File: src/i2cs_pkg.sv
package i2cs_pkg;

    localparam logic [1:0] ACT_START = 2'd0;
    localparam logic [1:0] ACT_EVENT = 2'd1;
    localparam logic [1:0] ACT_ABORT = 2'd2;

    localparam logic [2:0] ST_BUSY    = 3'd0;
    localparam logic [2:0] ST_OK      = 3'd1;
    localparam logic [2:0] ST_ERROR   = 3'd2;
    localparam logic [2:0] ST_TIMEOUT = 3'd3;
    localparam logic [2:0] ST_ABORTED = 3'd4;

    localparam logic [2:0] PH_WR_ADDR = 3'd0;
    localparam logic [2:0] PH_COMMAND = 3'd1;
    localparam logic [2:0] PH_WR_DATA = 3'd2;
    localparam logic [2:0] PH_RD_ADDR = 3'd3;
    localparam logic [2:0] PH_RD_DATA = 3'd4;

    localparam logic [7:0] CTRL_START    = 8'h85;
    localparam logic [7:0] CTRL_RESTART  = 8'hC5;
    localparam logic [7:0] CTRL_CONTINUE = 8'h84;
    localparam logic [7:0] CTRL_ACK_READ = 8'hA4;
    localparam logic [7:0] CTRL_STOP     = 8'h00;

    localparam int ECTL_MASTER_BIT = 7;
    localparam int EST_NACK_BIT    = 6;
    localparam int EST_ERROR_BIT   = 5;

    localparam logic [2:0] REG_SLAVE_ADDRESS = 3'd0;
    localparam logic [2:0] REG_RETRY_LIMIT   = 3'd1;
    localparam logic [2:0] REG_COMMAND_COUNT = 3'd2;
    localparam logic [2:0] REG_COMMAND_BYTES = 3'd3;
    localparam logic [2:0] REG_DATA_COUNT    = 3'd4;
    localparam logic [2:0] REG_READ_MODE     = 3'd5;

    localparam int CFG_ADDR_W = 3;
    localparam int CFG_DATA_W = 32;
    localparam int CMD_BYTES  = 4;

    typedef struct packed {
        logic [6:0]  slave_address;
        logic [7:0]  retry_limit;
        logic [2:0]  command_count;
        logic [31:0] command_bytes;
        logic [15:0] data_count;
        logic        read_mode;
    } cfg_t;

    typedef struct packed {
        logic [1:0] action;
        logic [7:0] engine_control;
        logic [7:0] engine_status;
        logic [7:0] rx_byte;
        logic [7:0] write_byte;
    } item_t;

    typedef struct packed {
        logic       start_accepted;
        logic       tx_valid;
        logic [7:0] tx_byte;
        logic       ctrl_valid;
        logic [7:0] ctrl_value;
        logic       write_taken;
        logic       rx_valid;
        logic [7:0] rx_data;
        logic       done_res;
        logic [2:0] result_status;
    } result_t;

endpackage

File: src/i2c_master_transaction_sequencer.sv
// Sequences one I2C master transaction (write address, one to MAX_COMMANDS command
// bytes, then N data bytes written or a repeated start and N bytes read, the last
// one NACKed) on top of a byte-level bus engine. Each input word is a start, a bus
// event or an abort and gives exactly one result word carrying the transmit byte,
// the engine control write, received data and the status. A word is taken into an
// input register, decided combinationally against the transaction state and placed in
// an output register, so one word is accepted per clock as long as results are
// taken; a stalled result holds the pipeline after one more word is buffered.
// Configuration writes are meant for idle periods and take effect at once.
module i2c_master_transaction_sequencer #(
    parameter int MAX_COMMANDS = 4
) (
    input  logic                            aclk,
    input  logic                            aresetn,

    input  logic                            cfg_wr_en,
    input  logic [i2cs_pkg::CFG_ADDR_W-1:0] cfg_addr,
    input  logic [i2cs_pkg::CFG_DATA_W-1:0] cfg_wr_data,

    input  logic                            s_valid,
    output logic                            s_ready,
    input  logic [1:0]                      s_action,
    input  logic [7:0]                      s_engine_control,
    input  logic [7:0]                      s_engine_status,
    input  logic [7:0]                      s_rx_byte,
    input  logic [7:0]                      s_write_byte,

    output logic                            m_valid,
    input  logic                            m_ready,
    output logic                            m_start_accepted,
    output logic                            m_tx_valid,
    output logic [7:0]                      m_tx_byte,
    output logic                            m_ctrl_valid,
    output logic [7:0]                      m_ctrl_value,
    output logic                            m_write_taken,
    output logic                            m_rx_valid,
    output logic [7:0]                      m_rx_data,
    output logic                            m_done_res,
    output logic [2:0]                      m_result_status
);

    i2cs_pkg::cfg_t    cfg;
    i2cs_pkg::item_t   in_item_reg;
    i2cs_pkg::result_t step_res;
    i2cs_pkg::result_t out_res_reg;
    logic              in_valid_reg;
    logic              out_valid_reg;
    logic              advance;

    assign advance = in_valid_reg && (!out_valid_reg || m_ready);
    assign s_ready = !in_valid_reg || advance;

    i2cs_cfg u_cfg (
        .aclk        (aclk),
        .aresetn     (aresetn),
        .cfg_wr_en   (cfg_wr_en),
        .cfg_addr    (cfg_addr),
        .cfg_wr_data (cfg_wr_data),
        .cfg         (cfg)
    );

    i2cs_core #(
        .MAX_COMMANDS (MAX_COMMANDS)
    ) u_core (
        .aclk    (aclk),
        .aresetn (aresetn),
        .fire    (advance),
        .cfg     (cfg),
        .item    (in_item_reg),
        .res     (step_res)
    );

    always_ff @(posedge aclk) begin
        if (!aresetn) begin
            in_valid_reg <= 1'b0;
        end else if (s_valid && s_ready) begin
            in_valid_reg <= 1'b1;
        end else if (advance) begin
            in_valid_reg <= 1'b0;
        end
    end

    always_ff @(posedge aclk) begin
        if (s_valid && s_ready) begin
            in_item_reg.action         <= s_action;
            in_item_reg.engine_control <= s_engine_control;
            in_item_reg.engine_status  <= s_engine_status;
            in_item_reg.rx_byte        <= s_rx_byte;
            in_item_reg.write_byte     <= s_write_byte;
        end
    end

    always_ff @(posedge aclk) begin
        if (!aresetn) begin
            out_valid_reg <= 1'b0;
        end else if (advance) begin
            out_valid_reg <= 1'b1;
        end else if (m_ready) begin
            out_valid_reg <= 1'b0;
        end
    end

    always_ff @(posedge aclk) begin
        if (advance) begin
            out_res_reg <= step_res;
        end
    end

    assign m_valid          = out_valid_reg;
    assign m_start_accepted = out_res_reg.start_accepted;
    assign m_tx_valid       = out_res_reg.tx_valid;
    assign m_tx_byte        = out_res_reg.tx_byte;
    assign m_ctrl_valid     = out_res_reg.ctrl_valid;
    assign m_ctrl_value     = out_res_reg.ctrl_value;
    assign m_write_taken    = out_res_reg.write_taken;
    assign m_rx_valid       = out_res_reg.rx_valid;
    assign m_rx_data        = out_res_reg.rx_data;
    assign m_done_res       = out_res_reg.done_res;
    assign m_result_status  = out_res_reg.result_status;

endmodule

File: src/i2cs_cfg.sv
module i2cs_cfg (
    input  logic                              aclk,
    input  logic                              aresetn,
    input  logic                              cfg_wr_en,
    input  logic [i2cs_pkg::CFG_ADDR_W-1:0]   cfg_addr,
    input  logic [i2cs_pkg::CFG_DATA_W-1:0]   cfg_wr_data,
    output i2cs_pkg::cfg_t                    cfg
);

    i2cs_pkg::cfg_t cfg_reg;

    always_ff @(posedge aclk) begin
        if (!aresetn) begin
            cfg_reg.slave_address <= '0;
            cfg_reg.retry_limit   <= '0;
            cfg_reg.command_count <= 3'd1;
            cfg_reg.command_bytes <= '0;
            cfg_reg.data_count    <= '0;
            cfg_reg.read_mode     <= 1'b0;
        end else if (cfg_wr_en) begin
            unique case (cfg_addr)
                i2cs_pkg::REG_SLAVE_ADDRESS: cfg_reg.slave_address <= cfg_wr_data[6:0];
                i2cs_pkg::REG_RETRY_LIMIT:   cfg_reg.retry_limit   <= cfg_wr_data[7:0];
                i2cs_pkg::REG_COMMAND_COUNT: cfg_reg.command_count <= cfg_wr_data[2:0];
                i2cs_pkg::REG_COMMAND_BYTES: cfg_reg.command_bytes <= cfg_wr_data[31:0];
                i2cs_pkg::REG_DATA_COUNT:    cfg_reg.data_count    <= cfg_wr_data[15:0];
                i2cs_pkg::REG_READ_MODE:     cfg_reg.read_mode     <= cfg_wr_data[0];
                default: begin
                end
            endcase
        end
    end

    assign cfg = cfg_reg;

endmodule

File: src/i2cs_core.sv
module i2cs_core #(
    parameter int MAX_COMMANDS = 4
) (
    input  logic              aclk,
    input  logic              aresetn,
    input  logic              fire,
    input  i2cs_pkg::cfg_t    cfg,
    input  i2cs_pkg::item_t   item,
    output i2cs_pkg::result_t res
);

    localparam int CW = $clog2(MAX_COMMANDS + 1);

    logic          busy_reg, busy_next;
    logic [2:0]    phase_reg, phase_next;
    logic [7:0]    retries_reg, retries_next;
    logic [CW-1:0] cmds_left_reg, cmds_left_next;
    logic [CW-1:0] cmd_idx_reg, cmd_idx_next;
    logic [15:0]   data_left_reg, data_left_next;
    logic [2:0]    status_reg, status_next;

    logic [CW-1:0] n_cmds;
    logic [7:0]    cmd_byte;
    logic [15:0]   rd_left;
    logic [2:0]    eot;
    logic          nack;

    always_comb begin
        if (cfg.command_count == 3'd0) begin
            n_cmds = CW'(1);
        end else if (int'(cfg.command_count) > MAX_COMMANDS) begin
            n_cmds = CW'(MAX_COMMANDS);
        end else begin
            n_cmds = CW'(cfg.command_count);
        end
    end

    // command bytes past the fourth read as zero
    always_comb begin
        cmd_byte = 8'h00;
        for (int k = 0; k < i2cs_pkg::CMD_BYTES; k++) begin
            if (int'(cmd_idx_reg) == k) begin
                cmd_byte = cfg.command_bytes[8*k +: 8];
            end
        end
    end

    assign nack    = item.engine_status[i2cs_pkg::EST_NACK_BIT];
    assign rd_left = data_left_reg - 16'd1;

    always_comb begin
        busy_next      = busy_reg;
        phase_next     = phase_reg;
        retries_next   = retries_reg;
        cmds_left_next = cmds_left_reg;
        cmd_idx_next   = cmd_idx_reg;
        data_left_next = data_left_reg;
        status_next    = status_reg;
        eot            = i2cs_pkg::ST_BUSY;
        res            = '0;

        case (item.action)
            i2cs_pkg::ACT_START: begin
                if (!busy_reg) begin
                    busy_next          = 1'b1;
                    status_next        = i2cs_pkg::ST_BUSY;
                    retries_next       = cfg.retry_limit;
                    cmds_left_next     = n_cmds;
                    cmd_idx_next       = '0;
                    data_left_next     = cfg.data_count;
                    phase_next         = i2cs_pkg::PH_WR_ADDR;
                    res.start_accepted = 1'b1;
                    res.tx_valid       = 1'b1;
                    res.tx_byte        = {cfg.slave_address, 1'b0};
                    res.ctrl_valid     = 1'b1;
                    res.ctrl_value     = i2cs_pkg::CTRL_START;
                end
            end
            i2cs_pkg::ACT_EVENT: begin
                if (!busy_reg) begin
                    res.ctrl_valid = 1'b1;
                    res.ctrl_value = i2cs_pkg::CTRL_STOP;
                end else if (!item.engine_control[i2cs_pkg::ECTL_MASTER_BIT] ||
                             item.engine_status[i2cs_pkg::EST_ERROR_BIT]) begin
                    eot = i2cs_pkg::ST_ERROR;
                end else begin
                    case (phase_reg)
                        i2cs_pkg::PH_WR_ADDR: begin
                            if (nack) begin
                                if (retries_reg != 8'd0) begin
                                    retries_next   = retries_reg - 8'd1;
                                    res.tx_valid   = 1'b1;
                                    res.tx_byte    = {cfg.slave_address, 1'b0};
                                    res.ctrl_valid = 1'b1;
                                    res.ctrl_value = i2cs_pkg::CTRL_RESTART;
                                end else begin
                                    eot = i2cs_pkg::ST_TIMEOUT;
                                end
                            end else begin
                                cmds_left_next = cmds_left_reg - CW'(1);
                                cmd_idx_next   = CW'(1);
                                phase_next     = i2cs_pkg::PH_COMMAND;
                                res.tx_valid   = 1'b1;
                                res.tx_byte    = cfg.command_bytes[7:0];
                                res.ctrl_valid = 1'b1;
                                res.ctrl_value = i2cs_pkg::CTRL_CONTINUE;
                            end
                        end
                        i2cs_pkg::PH_COMMAND: begin
                            if (nack) begin
                                eot = i2cs_pkg::ST_ABORTED;
                            end else if (cmds_left_reg != '0) begin
                                cmds_left_next = cmds_left_reg - CW'(1);
                                cmd_idx_next   = cmd_idx_reg + CW'(1);
                                res.tx_valid   = 1'b1;
                                res.tx_byte    = cmd_byte;
                                res.ctrl_valid = 1'b1;
                                res.ctrl_value = i2cs_pkg::CTRL_CONTINUE;
                            end else if (data_left_reg != 16'd0) begin
                                res.tx_valid   = 1'b1;
                                res.ctrl_valid = 1'b1;
                                if (!cfg.read_mode) begin
                                    data_left_next  = rd_left;
                                    phase_next      = i2cs_pkg::PH_WR_DATA;
                                    res.tx_byte     = item.write_byte;
                                    res.write_taken = 1'b1;
                                    res.ctrl_value  = i2cs_pkg::CTRL_CONTINUE;
                                end else begin
                                    phase_next     = i2cs_pkg::PH_RD_ADDR;
                                    res.tx_byte    = {cfg.slave_address, 1'b1};
                                    res.ctrl_value = i2cs_pkg::CTRL_RESTART;
                                end
                            end else begin
                                eot = i2cs_pkg::ST_OK;
                            end
                        end
                        i2cs_pkg::PH_WR_DATA: begin
                            if (nack) begin
                                eot = i2cs_pkg::ST_ABORTED;
                            end else if (data_left_reg != 16'd0) begin
                                data_left_next  = rd_left;
                                res.tx_valid    = 1'b1;
                                res.tx_byte     = item.write_byte;
                                res.write_taken = 1'b1;
                                res.ctrl_valid  = 1'b1;
                                res.ctrl_value  = i2cs_pkg::CTRL_CONTINUE;
                            end else begin
                                eot = i2cs_pkg::ST_OK;
                            end
                        end
                        i2cs_pkg::PH_RD_ADDR: begin
                            if (nack) begin
                                eot = i2cs_pkg::ST_ABORTED;
                            end else begin
                                phase_next     = i2cs_pkg::PH_RD_DATA;
                                res.ctrl_valid = 1'b1;
                                res.ctrl_value = (data_left_reg > 16'd1) ?
                                                 i2cs_pkg::CTRL_ACK_READ :
                                                 i2cs_pkg::CTRL_CONTINUE;
                            end
                        end
                        i2cs_pkg::PH_RD_DATA: begin
                            res.rx_valid = 1'b1;
                            res.rx_data  = item.rx_byte;
                            if (rd_left != 16'd0) begin
                                data_left_next = rd_left;
                                res.ctrl_valid = 1'b1;
                                res.ctrl_value = (rd_left > 16'd1) ?
                                                 i2cs_pkg::CTRL_ACK_READ :
                                                 i2cs_pkg::CTRL_CONTINUE;
                            end else begin
                                eot = i2cs_pkg::ST_OK;
                            end
                        end
                        default: begin
                            eot = i2cs_pkg::ST_ERROR;
                        end
                    endcase
                end
                if (eot != i2cs_pkg::ST_BUSY) begin
                    res.ctrl_valid = 1'b1;
                    res.ctrl_value = i2cs_pkg::CTRL_STOP;
                    res.done_res   = 1'b1;
                    busy_next      = 1'b0;
                    status_next    = eot;
                end
            end
            i2cs_pkg::ACT_ABORT: begin
                res.ctrl_valid = 1'b1;
                res.ctrl_value = i2cs_pkg::CTRL_STOP;
                busy_next      = 1'b0;
            end
            default: begin
            end
        endcase

        res.result_status = status_next;
    end

    always_ff @(posedge aclk) begin
        if (!aresetn) begin
            busy_reg      <= 1'b0;
            phase_reg     <= i2cs_pkg::PH_WR_ADDR;
            retries_reg   <= '0;
            cmds_left_reg <= '0;
            cmd_idx_reg   <= '0;
            data_left_reg <= '0;
            status_reg    <= i2cs_pkg::ST_BUSY;
        end else if (fire) begin
            busy_reg      <= busy_next;
            phase_reg     <= phase_next;
            retries_reg   <= retries_next;
            cmds_left_reg <= cmds_left_next;
            cmd_idx_reg   <= cmd_idx_next;
            data_left_reg <= data_left_next;
            status_reg    <= status_next;
        end
    end

endmodule

File: config.mk
export PLATFORM = sky130hd
export DESIGN_NAME = i2c_master_transaction_sequencer
export DESIGN_NICKNAME = d
export VERILOG_FILES = /design/src/i2cs_pkg.sv /design/src/i2c_master_transaction_sequencer.sv /design/src/i2cs_cfg.sv /design/src/i2cs_core.sv
export SDC_FILE = /design/constraint.sdc
export NUM_CORES = 1
export LEC_CHECK = 0
export ABC_AREA = 1
export ABC_CLOCK_PERIOD_IN_PS = 8800
export BUFFER_PORTS_ARGS = -buffer_cell sky130_fd_sc_hd__buf_2
export CORE_UTILIZATION = 30
export CTS_BUF_LIST = sky130_fd_sc_hd__clkbuf_8
export DETAILED_ROUTE_END_ITERATION = 10
export HOLD_SLACK_MARGIN = 0.15
export PLACE_DENSITY = 0.51
export SLEW_MARGIN = 10
export SYNTH_ARGS = -nofsm -noshare
export SYNTH_HDL_FRONTEND = slang
export SYNTH_HIERARCHICAL = 1
export SYNTH_SLANG_ARGS = --single-unit
File: constraint.sdc
create_clock -name aclk -period 8.8 [get_ports aclk]
set_clock_uncertainty 0.2 [all_clocks]
set_input_delay 0.44 -clock aclk [delete_from_list [all_inputs] [get_ports aclk]]
set_output_delay 0.44 -clock aclk [all_outputs]
set_load 0.01 [all_outputs]
==> After elaboration in Yosys (flattened, before gate mapping) <==
Cells that the tools add are included.
{ "word_totals": {"regBits": 172, "latchBits": 0, "ramBits": 0, "romBits": 0, "output_inout_bits": 35, "wordCells": 207, "n_memories": 0} }
{ "op_classes": {"add_sub_neg": 4, "mul": 0, "div": 0, "order_cmp": 3, "n_eq_ne": 34, "n_shift": 0, "muxes": 98, "bitwise": 3, "n_reduce_logical": 35} }
{ "op_table": {"columns": ["op", "count"], "rows": [
  ["16-bit two-way mux", 10],
  ["19-bit two-way mux", 5],
  ["8-bit two-way mux", 11],
  ["3-bit two-way mux", 29],
  ["18-bit two-way mux", 3],
  ["9-bit two-way mux", 6],
  ["9-bit one-hot mux with 3 select lines", 2],
  ["16-bit one-hot mux with 3 select lines", 1],
  ["9-bit one-hot mux with 5 select lines", 1],
  ["3-bit one-hot mux with 2 select lines", 6],
  ["16-bit by 1-bit > comparator with 1-bit output (second input constant)", 2],
  ["16-bit one-hot mux with 2 select lines", 1],
  ["16-bit nonzero test", 2],
  ["28-bit two-way mux", 1],
  ["3-bit inequality test (second input constant)", 7],
  ["9-bit one-hot mux with 2 select lines", 1],
  ["8-bit one-hot mux with 2 select lines", 1],
  ["16-bit by 1-bit subtractor with 16-bit output (second input constant)", 1],
  ["3-bit by 2-bit == test with 1-bit output (second input constant)", 5],
  ["3-bit == test (second input constant)", 5],
  ["3-bit one-hot mux with 5 select lines", 1],
  ["13-bit AND reduction", 1],
  ["3-bit logical NOT", 4],
  ["6-bit two-way mux", 2],
  ["other kinds (32)", 69]
]} }

==> Longest topological paths before layout <==
Gate-level depths: netlist of the first run.
{ "logic_depth": {"depth_word": 12, "mapped_depth": 17} }

==> Cells and area by module <==
Netlist of the first run, hierarchy kept.
{ "by_module_without_submodules": {"columns": ["module", "instances", "cells_each", "area_per_inst_um2", "seq_area_each_um2"], "rows": [
  ["i2cs_core", 1, 658, 3958.8, 740.7],
  ["i2cs_cfg", 1, 410, 2817.7, 1341.3],
  ["i2c_master_transaction_sequencer", 1, 80, 2107.0, 2052.0]
]} }

==> Least setup slack after synthesis of the first run <==
Ideal clock, no wire load.
{ "synth_path": {"path_kind": "input to register", "start": "in m_ready", "end": "reg u_core.data_left_reg[7]", "setup_time_ns": 0.142, "arrival_ns": 3.607, "path_slack_ns": 4.851, "cell_stages": 11, "cell_sequence": "inv_1 > a21oi_1 > clkbuf_1 > nand2_1 > a21oi_2 > o21ai_2 > nor4_4 > nand2_4 > buf_12 > nand2_2 > a21oi_2"} }
{ "synth_via": {"elab_chain_len": 3} }
{ "synth_lines": {"columns": ["element", "line_no", "source"], "rows": [
  ["start, declared", "i2c_master_transaction_sequencer.sv:29", "input logic m_ready,"],
  ["1-bit logical OR", "i2c_master_transaction_sequencer.sv:50", "assign advance = in_valid_reg && (!out_valid_reg || m_ready);"],
  ["1-bit logical AND", "i2c_master_transaction_sequencer.sv:50", null],
  ["net advance", "i2c_master_transaction_sequencer.sv:48", "logic advance;"],
  ["13-bit AND reduction (no source line)", null, null],
  ["end signal, assigned", "i2cs_core.sv:215", "data_left_reg <= data_left_next;"],
  ["end, declared", "i2cs_core.sv:19", "logic [15:0] data_left_reg, data_left_next;"]
]} }
The timed path passes the listed nets, and every way through them passes these cells.
A chain may end at the register's enable or synchronous reset.

==> Worst setup path in the final report of the first run <==
{ "layout_path": {"start": "reg in_item_reg[32] (netlist name)", "end": "reg u_core.data_left_reg[1]"} }
{ "layout_via": {"elab_chain_len": 3, "elab_cells_between_ends": 16} }
{ "layout_lines": {"columns": ["element", "line_no", "source"], "rows": [
  ["start, declared", "i2c_master_transaction_sequencer.sv:43", "i2cs_pkg::item_t in_item_reg;"],
  ["2-bit by 1-bit == test with 1-bit output or 2-bit logical NOT (tied branches)", "i2cs_core.sv:62", "case (item.action)"],
  ["4-bit inequality test (no source line), or another cell as far along", null, null],
  ["13-bit AND reduction (no source line)", null, null]
]} }
Several ways; a longest one is shown, not always the timed one.

==> implementation parameters, run 1 <==
Parameter                              Value

Outcome
  Status    finished clean

STA
  Fin. Hold Viols    0
  Count of final max-slew check failures    0
  Final worst-path cycle share    0.412
  Final worst setup slack    5.17 ns
  Setup repair after global routing missed its margin    false
  Setup violation total in the final timing report    0
  Crit path time final    3.63 ns
  Upper clock frequency limit    between 200 and 300 MHz
  Transition at the pin with the smallest max-transition slack    between 1 and 1.5 ns
  Setup TNS    0 ns
  Worst rel slew slack    0.291

Yosys
  Synth Warn #    6
  Synthesized area    0.00849 mm^2
  Number of cells produced by synthesis    1135
  Avg Inst Size Synth    7.48 um^2

Pwr
  Switching Fraction    0.315
  Power Internal    approximately 1.1 mW
  Clock group share of total power    0.339
  Relative contribution of sequential cells to total power    0.506
  Power per unit of standard cell area    158 mW/mm^2
  Leakage component of the power    between 4 and 5 nW
  Net Switching    a little over 0.5 mW
  Max IR drop VDD    between 0.06 and 0.07 mV
  Combinational share of power    0.154

Global routing
  Largest net degree at the start of global routing    78
  First-pass GRT wire length    36.4 mm
  Initial antenna violation count    0
  GRT Total Usage    0.162
  Via count of the first global-routing pass    about 6900
  Total grt overflow    0

Layout
  Non-Filler Instances    1649
  Number of inserted diodes    0
  Layout cells sized above 1    0.152
  Post-layout nets    1351
  Flip-flop count of the largest register after layout    67
  Synth-to-Final Area Change    19.0%

Routing
  DRT iter0 DRCs    500
  Wirelength per Cell    13.7 um
  Via density per instance    around 4.6
  Met3 wire length    777 um
  Detailed-routed wire length on met2    10.5 mm
  Final wirelength    22.6 mm
  DRC    0
  First drt pass iteration count    6
  Highest routed metal layer    met4
  Routed via count    roughly 7500
  Routed length on met1    roughly 11 mm
  DRT antenna net count    0

Clocking
  Count of instances resized after the clock tree is built    0
  Root Buffer    sky130_fd_sc_hd__clkbuf_8
  Clock tree from TritonCTS    done
  Deepest level of the CTS H-tree    4
  Number of sinks handled by clock tree synthesis    between 150 and 200
  Maximum root-to-sink buffer count    2
  Clock insertion delay at the later pin of the skew report    between 0.4 and 0.5 ns
  Clock slew at reported path FFs    0.11 ns
  Clock buffer count from CTS    17

Setup path
  Arr. time, crit path    3.75 ns
  Top fanout value on the critical path    between 40 and 50
  Sort of element at the end of the critical path    flip-flop
  Element type at the critical path start    flip-flop
  Worst endpoint required time    8.93 ns
  WS Path Type    reg2reg

Flow run
  Max-cap violations    0

Placement
  PortBufs    95
  Worst slack, placed    between 5 and 6 ns
  Placed cells    between 1500 and 2000
  Detail Placement HPWL    15.9 mm
  Placer congestion estimate    0.839

Floorplanning
  Count of pins on the block boundary    approximately 110
  Die Width    170 um
  Core Footprint    0.0278 mm^2
  Die area    0.0290 mm^2
  Placement Rows    61
  Die Y-Extent    roughly 170 um
  Starting density of the core    0.306

Hold path
  Min-delay worst type    in2reg
[power groups by stage]
stage / clock network [mW] / logic, mW / registers, mW
after floorplan: 0 / 0.165 / 0.825
after global placement: 0 / 0.229 / 0.826
after detailed placement: 0 / 0.230 / 0.827
after CTS: 0.562 / 0.248 / 0.810
after global routing: 0.592 / 0.279 / 0.813
final: 0.543 / 0.247 / 0.810
[placed cells by master (no fill, tap or decap), types with 12 or more instances in the layout]
master,n
sky130_fd_sc_hd__buf_2,95
sky130_fd_sc_hd__a21oi_1,37
sky130_fd_sc_hd__clkbuf_8,17
sky130_fd_sc_hd__dlygate4sd3_1,49
sky130_fd_sc_hd__inv_1,122
sky130_fd_sc_hd__nand3_1,140
sky130_fd_sc_hd__dfxtp_1,106
sky130_fd_sc_hd__nor2_1,205
sky130_fd_sc_hd__o211ai_1,16
sky130_fd_sc_hd__a21oi_2,12
sky130_fd_sc_hd__nand2_2,15
sky130_fd_sc_hd__nand2_1,223
sky130_fd_sc_hd__ha_1,19
sky130_fd_sc_hd__o21ai_0,30
sky130_fd_sc_hd__edfxtp_1,54
[path summary, 6_finish.rpt]
| path | start | endpoint | slack, ns | cells after the start |
|---|---|---|---|---|
| max | in_item_reg[32] | u_core/data_left_reg[1] | 5.17 | 11 |
| min | cfg_wr_data[7] | u_cfg/cfg[24] | 0.16 | 5 |
| max reg2reg | in_item_reg[32] | u_core/data_left_reg[1] | 5.17 | 11 |
| min reg2reg | u_core/status_reg[2] | u_core/status_reg[2] | 0.27 | 2 |
[what timing repair did]
item,4_1_cts,5_1_grt
setup buffers,0,0
endpoints found under the hold margin,56,0
hold buffers,49,0
[stage by stage]
stage                     power, mW  area, um^2  hold WS (ns)   util
after floorplan               0.991        8500         0.236      -
after global placement         1.06        9220         0.251  0.332
after detailed placement       1.06        9220         0.264  0.332
after CTS                      1.62       10100         0.154  0.364
after global routing           1.68       10100         0.206  0.364
final                          1.60       10100         0.161  0.364
[layout make-up]
class / instances / area [um^2]
multi-input cells: 797 / 3990
fillers: 3054 / 17700
well taps: 378 / 473
clock inverters: 15 / 161
clock buffers: 17 / 234
inverters: 133 / 499
repair buffers: 149 / 1000
flip-flops and latches: 160 / 3740
[routing by layer]
metal  global-route usage  up-vias
li1                     -     3935
met5                    0        -
met4               0.0513        0
met2                0.262      150
met3               0.0249       14
met1                0.219     3447
[critical path, stage by stage, from the launching register on]
cell,delay (ns)
sky130_fd_sc_hd__edfxtp_1,0.46
sky130_fd_sc_hd__ha_1,0.22
sky130_fd_sc_hd__buf_4,0.27
sky130_fd_sc_hd__inv_1,0.79
sky130_fd_sc_hd__nor2_1,0.21
sky130_fd_sc_hd__inv_1,0.19
sky130_fd_sc_hd__a21oi_1,0.10
sky130_fd_sc_hd__nor4_4,0.32
sky130_fd_sc_hd__buf_4,0.29
sky130_fd_sc_hd__nand2_4,0.22
sky130_fd_sc_hd__nand2_1,0.12
sky130_fd_sc_hd__a21oi_1,0.06
Power figures use the tool's default switching activity.
==> inputs of run 2 (changes only) <==
Settings changed: ABC_CLOCK_PERIOD_IN_PS 8800 to 3550.
Clock period 8.8 ns to 3.55 ns, I/O delays scaled along.
==> run 2 against run 1 <==
Critical path depth down 2. Routed wire length is 2.9% higher. Global-route usage up 0.33 points. Sequential power up 150%.
==> implementation parameters, run 2 (synthesized netlist as in run 1, its figures left out) <==
Parameter                              Value

Outcome
  Status    finished clean (unchanged)

Layout
  Synth-to-Final Area Change    26.1% (was 19.0%)
  Most common library cell in the layout ignoring fill and taps    sky130_fd_sc_hd__nand2_1 (unchanged)
  Layout cells sized above 1    0.150 (was 0.152)
  Non-Filler Instances    1709 (was 1649)
  Final Core Density    0.386 (was 0.364)
  Number of inserted diodes    0 (unchanged)
  Leading cell types in the layout, fill and taps excluded    sky130_fd_sc_hd__nand2_1, sky130_fd_sc_hd__nor2_1, sky130_fd_sc_hd__nand3_1, sky130_fd_sc_hd__inv_1, sky130_fd_sc_hd__dfxtp_1 (unchanged)
  Flip-flop count of the largest register after layout    67 (unchanged)
  Post-layout nets    1411 (was 1351)
  Post-route cell area    0.0107 mm^2 (was 0.0101 mm^2)

Clocking
  Number of setup buffers added after CTS    0 (unchanged)
  Deepest level of the CTS H-tree    4 (unchanged)
  Clock buffer count from CTS    17 (unchanged)
  Root Buffer    sky130_fd_sc_hd__clkbuf_8 (unchanged)
  Clock tree from TritonCTS    done (unchanged)
  Clock slew at reported path FFs    0.11 ns (about the same)
  Number of sinks handled by clock tree synthesis    160 (unchanged)
  Clock insertion delay at the later pin of the skew report    0.46 ns (was 0.48 ns)
  Maximum root-to-sink buffer count    2 (unchanged)

Global routing
  Largest net degree at the start of global routing    51 (was 78)
  First-pass GRT wire length    37.5 mm (was 36.4 mm)
  Initial antenna violation count    0 (unchanged)
  GRT Total Usage    0.165 (was 0.162)
  Via count of the first global-routing pass    7345 (was 6937)
  Total grt overflow    0 (unchanged)

Hold path
  Worst Hold End    in_item_reg[3] (was u_cfg/cfg[24])
  Min-delay worst type    in2reg (unchanged)
  Hold Path Origin    s_write_byte[3] (was cfg_wr_data[7])
  Number of cells on the worst hold path    2 (was 5)

Setup path
  Element type at the critical path start    primary input (was flip-flop)
  Slack of the worst reg-to-reg path    0.70 ns (was 5.17 ns)
  Worst r2r dst    u_core/data_left_reg[3] (was u_core/data_left_reg[1])
  Worst endpoint required time    3.71 ns (was 8.93 ns)
  WS Path Type    in2reg (was reg2reg)
  Arr. time, crit path    3.12 ns (was 3.75 ns)
  Worst R2R Start    u_core/data_left_reg[1] (was in_item_reg[32])
  Top fanout value on the critical path    50 (was 42)
  Worst Reg-to-Reg Cells    15 (was 11)
  Sort of element at the end of the critical path    flip-flop (unchanged)

Placement
  Placed cells    1575 (was 1568)
  Detail Placement HPWL    16.4 mm (was 15.9 mm)
  Dpl cell area    0.00927 mm^2 (was 0.00922 mm^2)
  PortBufs    95 (unchanged)
  Placer congestion estimate    0.809 (was 0.839)
  Worst slack, placed    0.697 ns (was 5.14 ns)

Floorplanning
  Core Footprint    0.0278 mm^2 (unchanged)
  Die area    0.0290 mm^2 (unchanged)
  Placement Rows    61 (unchanged)
  Die Width    170 um (unchanged)
  Die Y-Extent    170 um (unchanged)
  Starting density of the core    0.306 (unchanged)
  Count of pins on the block boundary    109 (unchanged)

STA
  Setup TNS    0 ns (unchanged)
  Fin. Hold Viols    0 (unchanged)
  Count of final max-slew check failures    0 (unchanged)
  Final worst-path cycle share    0.834
  Upper clock frequency limit    around 340 MHz
  Transition at the pin with the smallest max-transition slack    1.03 ns (was 1.06 ns)
  Setup repair after global routing missed its margin    false (unchanged)
  Hold slack    0.218 ns (was 0.161 ns)
  Crit path time final    2.96 ns
  Setup violation total in the final timing report    0 (unchanged)
  Final worst setup slack    0.590 ns (was 5.17 ns)
  Worst rel slew slack    0.309 (was 0.291)

Routing
  DRT antenna net count    0 (unchanged)
  Final wirelength    23.3 mm (was 22.6 mm)
  Via density per instance    4.59 (was 4.58)
  Wirelength per Cell    13.6 um (was 13.7 um)
  First drt pass iteration count    7 (was 6)
  DRT iter0 DRCs    423 (was 500)
  Routed via count    7841 (was 7546)
  DRC    0 (unchanged)

Flow run
  Max-cap violations    0 (unchanged)

Pwr
  Leakage component of the power    4.50 nW (was 4.23 nW)
  Power per unit of standard cell area    381 mW/mm^2 (was 158 mW/mm^2)
  Max IR drop VDD    0.184 mV (was 0.0670 mV)
  Overall power consumption    4.09 mW (was 1.60 mW)
[run 2: cell count changes in the layout (fill, tap and decap cells not counted), sizes merged]
cell         change
buf              +7
bufinv           +1
clkinv           +1
dlygate4sd3     +53
inv              -2
[run 2: cell type report]
class,instances,area [um^2]
Fill cell,2973,17100
Clock buffer,17,234
Timing Repair Buffer,209,1590
Tap cell,378,473
Inverter,133,499
Clock inverter,15,190
Sequential cell,160,3740
Multi-Input combinational cell,797,3990
[run 2: what timing repair did]
action	in CTS	in global routing
hold buffers	102	0
hold endpoints to repair	97	0
resized for setup	0	0
[run 2: worst max-delay path, stage by stage]
cell                            delay [ns]
sky130_fd_sc_hd__dlygate4sd3_1        0.52
sky130_fd_sc_hd__buf_2                0.15
sky130_fd_sc_hd__inv_1                0.07
sky130_fd_sc_hd__nor2_4               0.77
sky130_fd_sc_hd__nand3_1              0.14
sky130_fd_sc_hd__dlygate4sd3_1        0.62
sky130_fd_sc_hd__nand2_1              0.07
sky130_fd_sc_hd__nor2_1               0.04
sky130_fd_sc_hd__dlygate4sd3_1        0.54
[run 2: worst max path at each step]
| stage | from | to | slack [ns] | depth (start not counted) |
|---|---|---|---|---|
| floorplan | m_valid | u_core/data_left_reg[7] | 0.43 | 10 |
| global placement | u_core/data_left_reg[0] | u_core/data_left_reg[3] | 0.73 | 15 |
| detailed placement | u_core/data_left_reg[1] | u_core/data_left_reg[3] | 0.70 | 15 |
| CTS | cfg_wr_en | u_cfg/cfg[46] | 0.64 | 9 |
| global route | u_core/data_left_reg[1] | u_core/data_left_reg[3] | 0.41 | 15 |
| finish | cfg_wr_en | u_cfg/cfg[40] | 0.59 | 9 |
[run 2: metal layers]
layer | global-route usage | share of wire | routed length, um | vias up
met4 | 0.0439 | 0.0085 | 198 | 0
met3 | 0.0242 | 0.032 | 747 | 13
met5 | 0 | 0 | 0 | -
met1 | 0.215 | 0.48 | 11200 | 3605
li1 | - | - | - | 4066
met2 | 0.283 | 0.48 | 11100 | 157
[run 2: where the power goes]
group | switching [mW] | total [mW] | internal [mW]
clock network | 0.816 | 1.42 | 0.604
registers | 0.0434 | 2.01 | 1.96
logic | 0.405 | 0.658 | 0.253
total | 1.26 | 4.09 | 2.82
